===== src/hw/rtl/ssc_pkg.sv =====
// Shared types and constants of the servo sweep controller.
package ssc_pkg;

  localparam int unsigned AngleW   = 8;
  localparam int unsigned StepW    = 8;
  localparam int unsigned PeriodW  = 13;

  localparam logic [AngleW-1:0]  MAX_ANGLE   = AngleW'(180);
  localparam logic [PeriodW-1:0] MAX_PERIOD  = PeriodW'(5000);
  localparam logic [PeriodW-1:0] ELAPSED_MAX = {PeriodW{1'b1}};

  typedef enum logic [1:0] {
    CMD_TICK     = 2'd0,
    CMD_POSITION = 2'd1,
    CMD_SWEEP    = 2'd2,
    CMD_UNKNOWN  = 2'd3
  } cmd_e;

  typedef enum logic [2:0] {
    ST_OK         = 3'd0,
    ST_ANGLE      = 3'd1,
    ST_LOW_BOUND  = 3'd2,
    ST_HIGH_BOUND = 3'd3,
    ST_ORDER      = 3'd4,
    ST_STEP       = 3'd5,
    ST_PERIOD     = 3'd6,
    ST_UNKNOWN    = 3'd7
  } status_e;

  typedef struct packed {
    cmd_e               cmd;
    logic [AngleW-1:0]  angle_a;
    logic [AngleW-1:0]  angle_b;
    logic [StepW-1:0]   step_size;
    logic [PeriodW-1:0] period_ms;
  } item_t;

  typedef struct packed {
    logic              valid;
    logic [AngleW-1:0] servo_angle;
    logic              angle_written;
    status_e           status;
    logic              sweeping;
  } result_t;

endpackage


===== src/hw/rtl/ssc_in_stage.sv =====
// Input register of the servo sweep controller.
module ssc_in_stage import ssc_pkg::*; (
  input  logic  clk_i,
  input  logic  rst_ni,
  input  logic  in_valid_i,
  output logic  in_ready_o,
  input  item_t in_item_i,
  input  logic  consume_i,
  output logic  valid_o,
  output item_t item_o
);

  logic  valid_q, valid_d;
  item_t item_q;

  assign in_ready_o = !valid_q || consume_i;
  assign valid_d    = in_ready_o ? in_valid_i : valid_q;

  always_ff @(posedge clk_i or negedge rst_ni) begin
    if (!rst_ni) begin
      valid_q <= 1'b0;
    end else begin
      valid_q <= valid_d;
    end
  end

  always_ff @(posedge clk_i) begin
    if (in_ready_o && in_valid_i) begin
      item_q <= in_item_i;
    end
  end

  assign valid_o = valid_q;
  assign item_o  = item_q;

endmodule


===== src/hw/rtl/ssc_core.sv =====
// Sweep state and per-beat command evaluation.
module ssc_core import ssc_pkg::*; (
  input  logic    clk_i,
  input  logic    rst_ni,
  input  logic    fire_i,
  input  item_t   item_i,
  output result_t result_o
);

  logic               active_q, active_d;
  logic [AngleW-1:0]  position_q, position_d;
  logic               going_up_q, going_up_d;
  logic [AngleW-1:0]  low_q, low_d;
  logic [AngleW-1:0]  high_q, high_d;
  logic [StepW-1:0]   step_q, step_d;
  logic [PeriodW-1:0] interval_q, interval_d;
  logic [PeriodW-1:0] elapsed_q, elapsed_d;

  logic [AngleW:0]    up_sum, low_sum;
  logic [AngleW-1:0]  up_pos, step_pos;
  logic               step_up;
  logic [PeriodW-1:0] elapsed_inc;
  status_e            sweep_st;
  result_t            res;

  // One sweep step, derived from the current state
  always_comb begin
    up_sum  = {1'b0, position_q} + {1'b0, step_q};
    up_pos  = (up_sum > {1'b0, high_q}) ? high_q : up_sum[AngleW-1:0];
    low_sum = {1'b0, low_q} + {1'b0, step_q};
    if (going_up_q && (position_q < high_q)) begin
      step_pos = up_pos;
      step_up  = 1'b1;
    end else if (position_q > low_q) begin
      step_pos = ({1'b0, position_q} < low_sum) ? low_q : position_q - step_q;
      step_up  = 1'b0;
    end else begin
      // bounce off the low bound
      step_pos = up_pos;
      step_up  = 1'b1;
    end
  end

  assign elapsed_inc = (elapsed_q < ELAPSED_MAX) ? elapsed_q + 1'b1 : elapsed_q;

  always_comb begin
    if (item_i.angle_a > MAX_ANGLE) begin
      sweep_st = ST_LOW_BOUND;
    end else if (item_i.angle_b > MAX_ANGLE) begin
      sweep_st = ST_HIGH_BOUND;
    end else if (item_i.angle_a >= item_i.angle_b) begin
      sweep_st = ST_ORDER;
    end else if (item_i.step_size > item_i.angle_b - item_i.angle_a) begin
      sweep_st = ST_STEP;
    end else if (item_i.period_ms > MAX_PERIOD) begin
      sweep_st = ST_PERIOD;
    end else begin
      sweep_st = ST_OK;
    end
  end

  // Next state
  always_comb begin
    active_d   = active_q;
    position_d = position_q;
    going_up_d = going_up_q;
    low_d      = low_q;
    high_d     = high_q;
    step_d     = step_q;
    interval_d = interval_q;
    elapsed_d  = elapsed_q;
    if (fire_i) begin
      case (item_i.cmd)
        CMD_TICK: begin
          if (active_q) begin
            if (elapsed_inc > interval_q) begin
              elapsed_d  = '0;
              position_d = step_pos;
              going_up_d = step_up;
            end else begin
              elapsed_d = elapsed_inc;
            end
          end
        end
        CMD_SWEEP: begin
          if (sweep_st == ST_OK) begin
            low_d      = item_i.angle_a;
            high_d     = item_i.angle_b;
            step_d     = item_i.step_size;
            interval_d = item_i.period_ms;
            position_d = item_i.angle_a;
            going_up_d = 1'b1;
            elapsed_d  = '0;
            active_d   = 1'b1;
          end
        end
        default: begin
          active_d = 1'b0;
        end
      endcase
    end
  end

  // Result of the beat
  always_comb begin
    res.valid         = fire_i;
    res.servo_angle   = '0;
    res.angle_written = 1'b0;
    res.status        = ST_OK;
    res.sweeping      = active_d;
    case (item_i.cmd)
      CMD_TICK: begin
        res.valid         = fire_i && active_q && (elapsed_inc > interval_q);
        res.servo_angle   = step_pos;
        res.angle_written = 1'b1;
      end
      CMD_POSITION: begin
        if (item_i.angle_a > MAX_ANGLE) begin
          res.status = ST_ANGLE;
        end else begin
          res.servo_angle   = item_i.angle_a;
          res.angle_written = 1'b1;
        end
      end
      CMD_SWEEP: begin
        res.status = sweep_st;
        if (sweep_st == ST_OK) begin
          res.servo_angle   = item_i.angle_a;
          res.angle_written = 1'b1;
        end
      end
      default: begin
        res.status = ST_UNKNOWN;
      end
    endcase
  end

  assign result_o = res;

  always_ff @(posedge clk_i or negedge rst_ni) begin
    if (!rst_ni) begin
      active_q   <= 1'b0;
      position_q <= '0;
      going_up_q <= 1'b0;
      low_q      <= '0;
      high_q     <= '0;
      step_q     <= '0;
      interval_q <= '0;
      elapsed_q  <= '0;
    end else begin
      active_q   <= active_d;
      position_q <= position_d;
      going_up_q <= going_up_d;
      low_q      <= low_d;
      high_q     <= high_d;
      step_q     <= step_d;
      interval_q <= interval_d;
      elapsed_q  <= elapsed_d;
    end
  end

endmodule


===== src/hw/rtl/ssc_out_stage.sv =====
// Result register of the servo sweep controller.
module ssc_out_stage import ssc_pkg::*; (
  input  logic    clk_i,
  input  logic    rst_ni,
  input  result_t result_i,
  output logic    can_load_o,
  output logic    out_valid_o,
  input  logic    out_ready_i,
  output result_t result_o
);

  logic    valid_q, valid_d;
  result_t result_q;

  assign can_load_o = !valid_q || out_ready_i;
  assign valid_d    = can_load_o ? result_i.valid : valid_q;

  always_ff @(posedge clk_i or negedge rst_ni) begin
    if (!rst_ni) begin
      valid_q <= 1'b0;
    end else begin
      valid_q <= valid_d;
    end
  end

  always_ff @(posedge clk_i) begin
    if (can_load_o && result_i.valid) begin
      result_q <= result_i;
    end
  end

  assign out_valid_o = valid_q;
  assign result_o    = result_q;

endmodule


===== src/hw/rtl/servo_sweep_controller.sv =====
// Top level of the servo sweep controller.
// Takes one beat per clock: ticks and position, sweep or unknown commands. A beat
// is latched in the input register, evaluated combinationally against the sweep
// state, and its result, if any, lands in the output register, which presents it
// on the master side. Sustained rate is one beat per cycle; it drops only while
// the output register is full and not taken. Every position, sweep or unknown
// command yields one result; a tick yields one only when the sweep steps. No
// clearing pass is needed after reset.
module servo_sweep_controller import ssc_pkg::*; (
  input  logic        clk_i,
  input  logic        rst_ni,
  input  logic        s_axis_tvalid_i,
  output logic        s_axis_tready_o,
  // angle_a[7:0], angle_b[15:8], step_size[23:16], period_ms[36:24], zeros
  input  logic [39:0] s_axis_tdata_i,
  // cmd[1:0]
  input  logic [1:0]  s_axis_tuser_i,
  output logic        m_axis_tvalid_o,
  input  logic        m_axis_tready_i,
  // servo_angle[7:0], angle_written[8], sweeping[9], zeros
  output logic [15:0] m_axis_tdata_o,
  // status[2:0]
  output logic [2:0]  m_axis_tuser_o
);

  item_t   in_item, cur_item;
  logic    cur_valid, can_load, fire;
  result_t core_res, out_res;

  assign in_item.cmd       = cmd_e'(s_axis_tuser_i);
  assign in_item.angle_a   = s_axis_tdata_i[7:0];
  assign in_item.angle_b   = s_axis_tdata_i[15:8];
  assign in_item.step_size = s_axis_tdata_i[23:16];
  assign in_item.period_ms = s_axis_tdata_i[36:24];

  assign fire = cur_valid && can_load;

  ssc_in_stage u_in (
    .clk_i      (clk_i),
    .rst_ni     (rst_ni),
    .in_valid_i (s_axis_tvalid_i),
    .in_ready_o (s_axis_tready_o),
    .in_item_i  (in_item),
    .consume_i  (fire),
    .valid_o    (cur_valid),
    .item_o     (cur_item)
  );

  ssc_core u_core (
    .clk_i    (clk_i),
    .rst_ni   (rst_ni),
    .fire_i   (fire),
    .item_i   (cur_item),
    .result_o (core_res)
  );

  ssc_out_stage u_out (
    .clk_i       (clk_i),
    .rst_ni      (rst_ni),
    .result_i    (core_res),
    .can_load_o  (can_load),
    .out_valid_o (m_axis_tvalid_o),
    .out_ready_i (m_axis_tready_i),
    .result_o    (out_res)
  );

  assign m_axis_tdata_o = {6'b0, out_res.sweeping, out_res.angle_written, out_res.servo_angle};
  assign m_axis_tuser_o = out_res.status;

endmodule

===== config.mk =====
export PLATFORM = sky130hd
export DESIGN_NAME = servo_sweep_controller
export DESIGN_NICKNAME = d
export VERILOG_FILES = /design/src/hw/rtl/ssc_pkg.sv /design/src/hw/rtl/ssc_in_stage.sv /design/src/hw/rtl/ssc_core.sv /design/src/hw/rtl/ssc_out_stage.sv /design/src/hw/rtl/servo_sweep_controller.sv
export SDC_FILE = /design/constraint.sdc
export NUM_CORES = 1
export LEC_CHECK = 0
export BUFFER_PORTS_ARGS = -buffer_cell sky130_fd_sc_hd__buf_2
export CORE_ASPECT_RATIO = 0.7
export CORE_MARGIN = 2
export CORE_UTILIZATION = 60
export DETAILED_ROUTE_END_ITERATION = 8
export GPL_ROUTABILITY_DRIVEN = 0
export GPL_TIMING_DRIVEN = 0
export PLACE_DENSITY = 0.8
export SETUP_SLACK_MARGIN = 0.05
export SLEW_MARGIN = 20
export SYNTH_ARGS = -nofsm -noshare
export SYNTH_HDL_FRONTEND = slang
export SYNTH_HIERARCHICAL = 1
export SYNTH_SLANG_ARGS = --single-unit

===== constraint.sdc =====
create_clock -name clk_i -period 5.7 [get_ports clk_i]
set_clock_uncertainty 0.1 [all_clocks]
set_input_delay 0.285 -clock clk_i [delete_from_list [all_inputs] [get_ports clk_i]]
set_output_delay 0.285 -clock clk_i [all_outputs]
set_load 0.02 [all_outputs]

**After elaboration in Yosys (flattened, before gate mapping)**

Index checks and enable logic that the tools add are counted.

- Word-level logic and storage cells: 89
- Bits in registers: 114
- Output and inout bits: 21
- Bits of input ports: 46

- Reductions and logical operators: 16
- $add $sub $neg: 5
- Equality and inequality tests: 5
- Muxes and demuxes: 33
- $lt $le $gt $ge: 11

Operator list:

| kind | count |
|---|---|
| $mux W8 | 7 |
| $mux W13 | 4 |
| $pmux W9 S3 | 1 |
| $pmux W13 S2 | 1 |
| $add A8 B8 Y9 | 2 |
| $mux W9 | 2 |
| $gt A8 B8 Y1 | 2 |
| $gt A8 B8 Y1 const B | 2 |
| $pmux W8 S2 | 1 |
| $sub A8 B8 Y8 | 2 |
| $mux W3 | 5 |
| $add A13 B1 Y13 const B | 1 |
| $gt A13 B13 Y1 | 1 |
| $gt A13 B13 Y1 const B | 1 |
| $lt A13 B13 Y1 const B | 1 |
| $gt A9 B8 Y1 | 1 |
| $lt A8 B9 Y1 | 1 |
| $mux W1 | 9 |
| $pmux W3 S3 | 1 |
| $ge A8 B8 Y1 | 1 |
| $lt A8 B8 Y1 | 1 |
| $logic_and A1 B1 Y1 | 6 |
| $ne A2 B1 Y1 const B | 3 |
| $reduce_and A5 Y1 | 1 |
| other kinds (10) | 13 |

**Logic depth before layout (Yosys ltp)**

Gate-level depths: netlist of the first run.

- Depth in word-level cells: 10
- Gate-level depth with buffers: 20
- Depth with buffers taken out: 19

**Hierarchy**

The synthesis of the first run kept the hierarchy.

Modules (own cells, without submodules):

| module | times used | cells each | seq. area each (µm²) | area an instance (µm²) |
|---|---|---|---|---|
| ssc_core | 1 | 657 | 1501.4 | 5512.8 |
| ssc_in_stage | 1 | 43 | 1196.1 | 1224.9 |
| ssc_out_stage | 1 | 18 | 445.4 | 474.2 |
| servo_sweep_controller | 1 | 8 | 0.0 | 55.1 |

**Least setup slack after synthesis of the first run**

Ideal clock, no wire load.

- Path type: reg-to-reg
- Start: reg u_core.elapsed_q[5]
- End: reg u_core.position_q[7]
- Clock period less this slack: 3.970 ns
- Setup slack: 1.730 ns
- Cell stages (with the launch flop): 19
- Path buffers: 2
- Arrival: 3.746 ns
- Setup time: 0.124 ns
- Cell sequence: dfrtp_1 -> clkbuf_2 -> nand4_1 -> nor4_1 -> nand4_1 -> nand2_1 -> nor2_1 -> nand3_1 -> xnor2_1 -> ha_1 -> a21oi_1 -> nor2_1 -> a2111oi_0 -> a211oi_1 -> and3_1 -> o21ai_0 -> clkbuf_1 -> nor3_1 -> a211o_1

- Longest elaborated chain between the ends: 5
- Elaborated cells between the ends (all ways): 6

RTL lines:

| item | line | source |
|---|---|---|
| start, declared | ssc_core.sv:17 | `logic [PeriodW-1:0] elapsed_q, elapsed_d;` |
| start signal, assigned | ssc_core.sv:158 | `elapsed_q <= elapsed_d;` |
| $add A13 B1 Y13 / $lt A13 B13 Y1 (equally long branches) | ssc_core.sv:44 | `assign elapsed_inc = (elapsed_q < ELAPSED_MAX) ? elapsed_q + 1'b1 : elapsed_q;` |
| $mux W13 * | ssc_core.sv:44 |  |
| $gt A13 B13 Y1 * | ssc_core.sv:76 | `if (elapsed_inc > interval_q) begin` |
| $ne A2 B1 Y1 (no source line) * | - |  |
| $reduce_and A5 Y1 (no source line) * | - |  |
| end signal, assigned | ssc_core.sv:152 | `position_q <= position_d;` |
| end, declared | ssc_core.sv:11 | `logic [AngleW-1:0] position_q, position_d;` |

Mark *: on every way between the ends. The rest lies on a longest branch, timed or not.
A chain may end at the register's enable or synchronous reset.

**Final worst setup path of the first run**

- Start: reg u_in.item_q, in the netlist u_in/item_o[30]
- End: reg u_core.elapsed_q[8]

- Longest elaborated chain between the ends: 9
- Elaborated cells between the ends (all ways): 11

RTL lines:

| item | line | source |
|---|---|---|
| start, declared | ssc_in_stage.sv:14 | `item_t item_q;` |
| start signal, assigned | ssc_in_stage.sv:29 | `item_q <= in_item_i;` |
| $sub A8 B8 Y8 | ssc_core.sv:53 | `end else if (item_i.step_size > item_i.angle_b - item_i.angle_a) begin` |
| $gt A8 B8 Y1 | ssc_core.sv:53 |  |
| $mux W3 | ssc_core.sv:53 |  |
| $mux W3 | ssc_core.sv:51 | `end else if (item_i.angle_a >= item_i.angle_b) begin` |
| $mux W3 | ssc_core.sv:49 | `end else if (item_i.angle_b > MAX_ANGLE) begin` |
| $mux W3 * | ssc_core.sv:47 | `if (item_i.angle_a > MAX_ANGLE) begin` |
| $logic_not A3 Y1 * | ssc_core.sv:86 | `if (sweep_st == ST_OK) begin` |
| $ne A2 B1 Y1 (no source line) * | - |  |
| $reduce_and A4 Y1 (no source line) * | - |  |

Marks and branches as above.

==> results of run 1 <==
per-stage QoR:
step,cells,setup WS (ps),hold WS [ps],utilization
4_1_cts,1017,868,61.3,0.746
2_1_floorplan,730,1730,-111,-
6_report,1017,484,69.3,0.746
3_3_place_gp,944,1100,361,0.660
3_5_place_dp,944,985,329,0.660
5_1_grt,1017,307,83.4,0.746
flip-flops by register name, summed over array words and instances (netlist names):
name,count
u_in/valid_o,1
u_core/step_q,8
u_core/position_q,8
u_core/going_up_q,1
u_core/high_q,8
u_core/low_q,8
u_core/elapsed_q,13
u_out/out_valid_o,1
u_core/active_q,1
u_out/result_o,13
u_core/interval_q,13
u_in/item_o,39
worst max-delay path, stage by stage (launching register included):
cell and delay [ps]:
edfxtp_1 510, inv_1 130, ha_1 330, a21o_1 170
a21o_1 210, a21oi_1 340, o21bai_1 230, a21o_1 230
a21oi_1 170, xor2_1 190, ha_1 280, a21oi_1 150
o21ai_0 140, a21oi_2 200, o211ai_1 250, nor4b_4 700
a31oi_1 220, buf_2 260, o21ai_1 170, o31ai_1 90
routing by layer:
layer  global-route usage  vias up  wire length [µm]
met1                0.421     2968              8310
met2                0.522      357              8850
met5                    0        -                 0
met3               0.0900       49              2010
met4                0.127        0               539
li1                     -     2846                 -
cell type report:
cell class / count / area, µm² / area share
multi-input combinational: 530 / 3780 / 0.432
sequential: 114 / 3110 / 0.356
timing repair buffer: 98 / 698 / 0.0798
clock buffer: 17 / 425 / 0.0486
inverter: 60 / 225 / 0.0257
tap: 157 / 196 / 0.0225
clock inverter: 15 / 173 / 0.0197
buffer: 26 / 139 / 0.0159
worst min-delay path by stage:
stage | end | depth (start not counted) | slack [ps] | from
5_1_grt | u_out/out_valid_o$_DFFE_PN0P_ | 3 | 80 | m_axis_tready_i
4_1_cts | u_out/out_valid_o$_DFFE_PN0P_ | 3 | 60 | m_axis_tready_i
3_3_place_gp | u_in/item_o[9]$_DFFE_PP_ | 1 | 360 | s_axis_tdata_i[33]
6_report | u_out/out_valid_o$_DFFE_PN0P_ | 3 | 70 | m_axis_tready_i
3_5_place_dp | u_core/low_q[5]$_DFFE_PN0P_ | 1 | 330 | rst_ni
2_1_floorplan | u_core/active_q$_DFF_PN0_ | 0 | -110 | rst_ni
power groups by stage:
stage | Sequential, W | Combinational (W) | Clock (W)
after global placement | 0.00130 | 0.00241 | 0
after floorplan | 0.00126 | 0.00193 | 0
final | 0.00131 | 0.00269 | 0.00107
after CTS | 0.00130 | 0.00262 | 0.00108
after detailed placement | 0.00131 | 0.00257 | 0
after global routing | 0.00133 | 0.00299 | 0.00112
==> flow_metrics.py, run 1 <==
metrics = {
    "setup_path": {
        "crit_type": "flip-flop to flip-flop",
        "r2r-end": "u_core/elapsed_q[8]$_DFFE_PN0P_",
        "startpoint": "u_in/item_o[30]$_DFFE_PP_",
        "reg2reg_depth": 19,
        "setup.worst_path.start_class": "flip-flop",
        "r2r_start": "u_in/item_o[30]$_DFFE_PP_",
        "endpoint_kind": "flip-flop",
        "cp.arrival_ps": 5400,
        "crit_fanout": 10,
        "critPathRequiredTime_ps": 5880,
        "regToRegSetupSlack_ps": 480,
        "crit_end": "u_core/elapsed_q[8]$_DFFE_PN0P_",
    },
    "timing": {
        "max_slew_margin": 0.396,
        "rsz0062_at_grt": "false",
        "finalHoldViolations": 0,
        "setup_viol": 0,
        "tns_ps": 0,
        "maxSlewViolCount": 0,
        "fin_crit_ps": 5220,
        "timing.fmax_mhz": 192,
        "max_slew.worst_pin.slew_ps": 898,
        "fin_crit_sh": 0.915,
    },
    "synthesis": {
        "synth_cells": 725,
        "syn_area_mm2": 0.00724,
        "ys_warn_count": 6,
        "syn_avg_cell_area_um2": 9.98,
    },
    "clocking": {
        "clkLatencyLatePin_ps": 420,
        "cts.sinks": 114,
        "ctsResizeCount": 0,
        "htreeDepth": 4,
        "clk_path_buf_depth": 2,
        "cts_tree": "done",
        "cts-buffers-inserted": 17,
        "cts_setup_buffers": 0,
        "cts_hold_buf": 41,
        "cts_root_buf": "clkbuf_16",
        "clk_pin_slew_ps": 60,
    },
    "routing": {
        "vias": 6220,
        "wirelength_um": 19700,
        "drcViolationCount": 0,
        "drt_iter0_markers": 579,
        "dr.pass1.iters": 5,
        "wire_per_inst_um": 19.4,
        "routed_via_density": 6.12,
        "ant_nets": 0,
    },
    "placement": {
        "port-buffer-count": 57,
        "dp_hpwl_um": 13800,
        "place_area_mm2": 0.00774,
    },
    "cells_and_area": {
        "drive_above_1_share": 0.134,
        "finalInstanceArea_mm2": 0.00875,
        "final_common_cell": "ha_1",
        "final_cell_mix": "ha_1, nand2_1, o21ai_0, dfrtp_1, buf_2",
        "fill_cells": 776,
        "final_nets": 980,
        "areaGrowthSynthToFinish_pct": 20.9,
        "num_antenna_cells": 0,
    },
    "global_route": {
        "grt_use_total": 0.324,
        "grt_first_pass_wirelength_um": 31500,
        "grt_overflow_total": 0,
        "antenna_found_initial": 0,
        "grt_pass1_vias": 6095,
        "grt_max_degree": 63,
    },
    "die": {
        "initial_core_util": 0.617,
        "io_pins": 67,
        "die_area_mm2": 0.0130,
        "fp-row-count": 33,
        "die_y_um": 95.9,
        "fp.dieW_um": 135,
        "core_area_mm2": 0.0117,
    },
    "power_and_ir_drop": {
        "combPwrFrac": 0.530,
        "intPower_w": 0.00286,
        "ir_drop_v": 0.000381,
        "seq_power_share": 0.259,
        "p_sw_frac": 0.436,
        "clockPowerShare": 0.211,
        "power.density_mw_per_mm2": 581,
        "power_leakage_nw": 4.04,
        "p_sw_w": 0.00222,
        "power_w": 0.00508,
    },
    "worst_hold_path": {
        "min_path_type": "input port to flip-flop",
    },
    "flow_run": {
        "drv_cap": 0,
    },
    "outcome": {
        "status": "finished, final reports clean",
    },
}
Power figures use the tool's default switching activity.
==> run 2: changes to the inputs <==
Settings changed: CORE_UTILIZATION 60 to 62, CTS_BUF_LIST from default to sky130_fd_sc_hd__clkbuf_2, PLACE_DENSITY 0.8 to 0.84.
==> run 2 against run 1 <==
Net effect: register-to-register slack better by 240 ps; via count shrank 0.43%; combinational power hardly changed; largest cell class unchanged; critical path type unchanged; hold slack better by 30 ps; maximum frequency rose by 4.7%; global-route usage fell by 0.29 points.
==> flow_metrics.py, run 2 (synthesis results as in run 1) <==
metrics = {
    "outcome": {
        "status": "finished, final reports clean",
    },
    "setup_path": {
        "r2r_start": "u_in/item_o[30]$_DFFE_PP_",
        "crit_type": "flip-flop to flip-flop",
        "setup.worst_path.start_class": "flip-flop",
        "reg2reg_depth": 19,
        "crit_fanout": 10,
        "regToRegSetupSlack_ps": 720,
        "r2r-end": "u_core/elapsed_q[5]$_DFFE_PN0P_",
        "endpoint_kind": "flip-flop",
        "critPathRequiredTime_ps": 6180,
        "cp.arrival_ps": 5460,
    },
    "timing": {
        "max_slew_margin": 0.395,
        "rsz0062_at_grt": "false",
        "tns_ps": 0,
        "setup_viol": 0,
        "timing.hold.ws_ps": 99.7,
        "fin_crit_sh": 0.874,
        "max_slew.worst_pin.slew_ps": 899,
        "maxSlewViolCount": 0,
        "timing.fmax_mhz": 201,
        "fin_crit_ps": 4980,
        "setup_slack_ps": 720,
        "finalHoldViolations": 0,
    },
    "clocking": {
        "cts.sinks": 114,
        "clk_path_buf_depth": 2,
        "cts-buffers-inserted": 17,
        "cts_setup_buffers": 0,
        "cts_root_buf": "clkbuf_2",
        "cts_tree": "done",
        "ctsResizeCount": 0,
        "htreeDepth": 4,
        "clkLatencyLatePin_ps": 700,
        "clk_pin_slew_ps": 200,
    },
    "power_and_ir_drop": {
        "power.density_mw_per_mm2": 535,
        "combPwrFrac": 0.600,
        "ir_drop_v": 0.000320,
        "power_leakage_nw": 3.88,
        "p_sw_frac": 0.481,
        "seq_power_share": 0.292,
        "clockPowerShare": 0.109,
        "p_sw_w": 0.00215,
        "intPower_w": 0.00233,
    },
    "global_route": {
        "grt_max_degree": 63,
        "grt.busiest_layer": "met2",
        "use_met2": 0.507,
        "gr-usage-met3": 0.0891,
        "grt_overflow_total": 0,
        "grt_pass1_vias": 6019,
        "grt_use_total": 0.321,
        "grt_first_pass_wirelength_um": 30600,
        "met1_usage": 0.436,
        "antenna_found_initial": 0,
    },
    "placement": {
        "dp_hpwl_um": 13900,
        "port-buffer-count": 57,
        "dp_slack_ps": 906,
    },
    "routing": {
        "ant_nets": 0,
        "dr.pass1.iters": 6,
        "vias": 6193,
        "routed_via_density": 6.10,
        "drt_iter0_markers": 786,
        "wire_per_inst_um": 18.8,
        "drcViolationCount": 0,
        "wirelength_um": 19100,
    },
    "die": {
        "initial_core_util": 0.646,
        "io_pins": 67,
        "fp.dieW_um": 133,
        "die_area_mm2": 0.0126,
        "fp-row-count": 32,
        "die_y_um": 94.4,
        "core_area_mm2": 0.0112,
    },
    "cells_and_area": {
        "final_common_cell": "ha_1",
        "areaGrowthSynthToFinish_pct": 15.6,
        "fill_cells": 780,
        "final_cell_mix": "ha_1, nand2_1, o21ai_0, dfrtp_1, buf_2",
        "largest_reg_flops": 39,
        "final_nets": 981,
        "drive_above_1_share": 0.134,
    },
    "flow_run": {
        "drv_cap": 0,
    },
    "worst_hold_path": {
        "min_path_type": "input port to asynchronous set/reset pin",
    },
}
-- run 2: cell count changes in the layout (fill, tap and decap cells not counted), moves of 2 or more --
cell and change:
bufinv_16 -2, inv_6 +2, clkbuf_2 +17, clkbuf_16 -17, diode_2 +2
-- run 2: how the worst max path moves through the flow --
stage,startpoint,slack (ps),cells after the start,to
floorplan,u_core/elapsed_q[5]$_DFFE_PN0P_,1730,18,u_core/position_q[7]$_DFFE_PN0P_
global placement,u_core/elapsed_q[5]$_DFFE_PN0P_,1100,18,u_core/position_q[7]$_DFFE_PN0P_
detailed placement,u_in/item_o[30]$_DFFE_PP_,910,19,u_core/elapsed_q[5]$_DFFE_PN0P_
CTS,u_in/item_o[30]$_DFFE_PP_,860,19,u_core/elapsed_q[5]$_DFFE_PN0P_
global route,u_core/elapsed_q[5]$_DFFE_PN0P_,360,18,u_core/position_q[7]$_DFFE_PN0P_
finish,u_in/item_o[30]$_DFFE_PP_,720,19,u_core/elapsed_q[5]$_DFFE_PN0P_
-- run 2: power groups by stage --
stage | registers, W | clock network (W) | logic [W]
2_1_floorplan | 0.00126 | 0 | 0.00193
3_3_place_gp | 0.00130 | 0 | 0.00241
3_5_place_dp | 0.00131 | 0 | 0.00258
4_1_cts | 0.00129 | 0.000488 | 0.00262
5_1_grt | 0.00133 | 0.000528 | 0.00296
6_report | 0.00131 | 0.000487 | 0.00269
-- run 2: cell type report --
type / count / area, µm² / area share
antenna: 2 / 5.00 / 0.000598
buffer: 26 / 139 / 0.0166
clock buffer: 17 / 85.1 / 0.0102
clock inverter: 15 / 123 / 0.0147
inverter: 60 / 225 / 0.0269
multi-input combinational: 530 / 3780 / 0.452
sequential: 114 / 3110 / 0.372
tap: 153 / 191 / 0.0229
timing repair buffer: 99 / 708 / 0.0846
-- run 2: timing repair --
item,CTS,global route
hold buffers,42,0
endpoints found under the hold margin,103,0
setup endpoints to repair,0,0
-- run 2: worst max-delay path, cell delays in order, from the launching register on --
cell and delay, ps:
edfxtp_1 550, inv_1 140, ha_1 310, a21o_1 170, a21o_1 210, a21oi_1 230
o21bai_1 150, a21o_1 210, a21oi_1 170, xor2_1 200, ha_1 280, a21oi_1 150
o21ai_0 120, a21oi_2 210, o211ai_1 280, nor4b_4 670, a31oi_1 220, buf_2 260
o21ai_1 150, o31ai_1 100
-- run 2: through the flow --
stage                     area, µm²  utilization  power [W]  instances
final                          8370        0.746    0.00448       1016
after CTS                      8360        0.746    0.00440       1014
after global placement         7730        0.690    0.00371        940
after detailed placement       7730        0.690    0.00389        940
after global routing           8360        0.746    0.00481       1014
after floorplan                7260            -    0.00318        730
-- run 2: routing by layer --
layer | up-vias | wire length (µm)
met5 | - | 0
met4 | 0 | 485
met3 | 57 | 2260
met2 | 387 | 8370
met1 | 2898 | 7970
li1 | 2851 | -
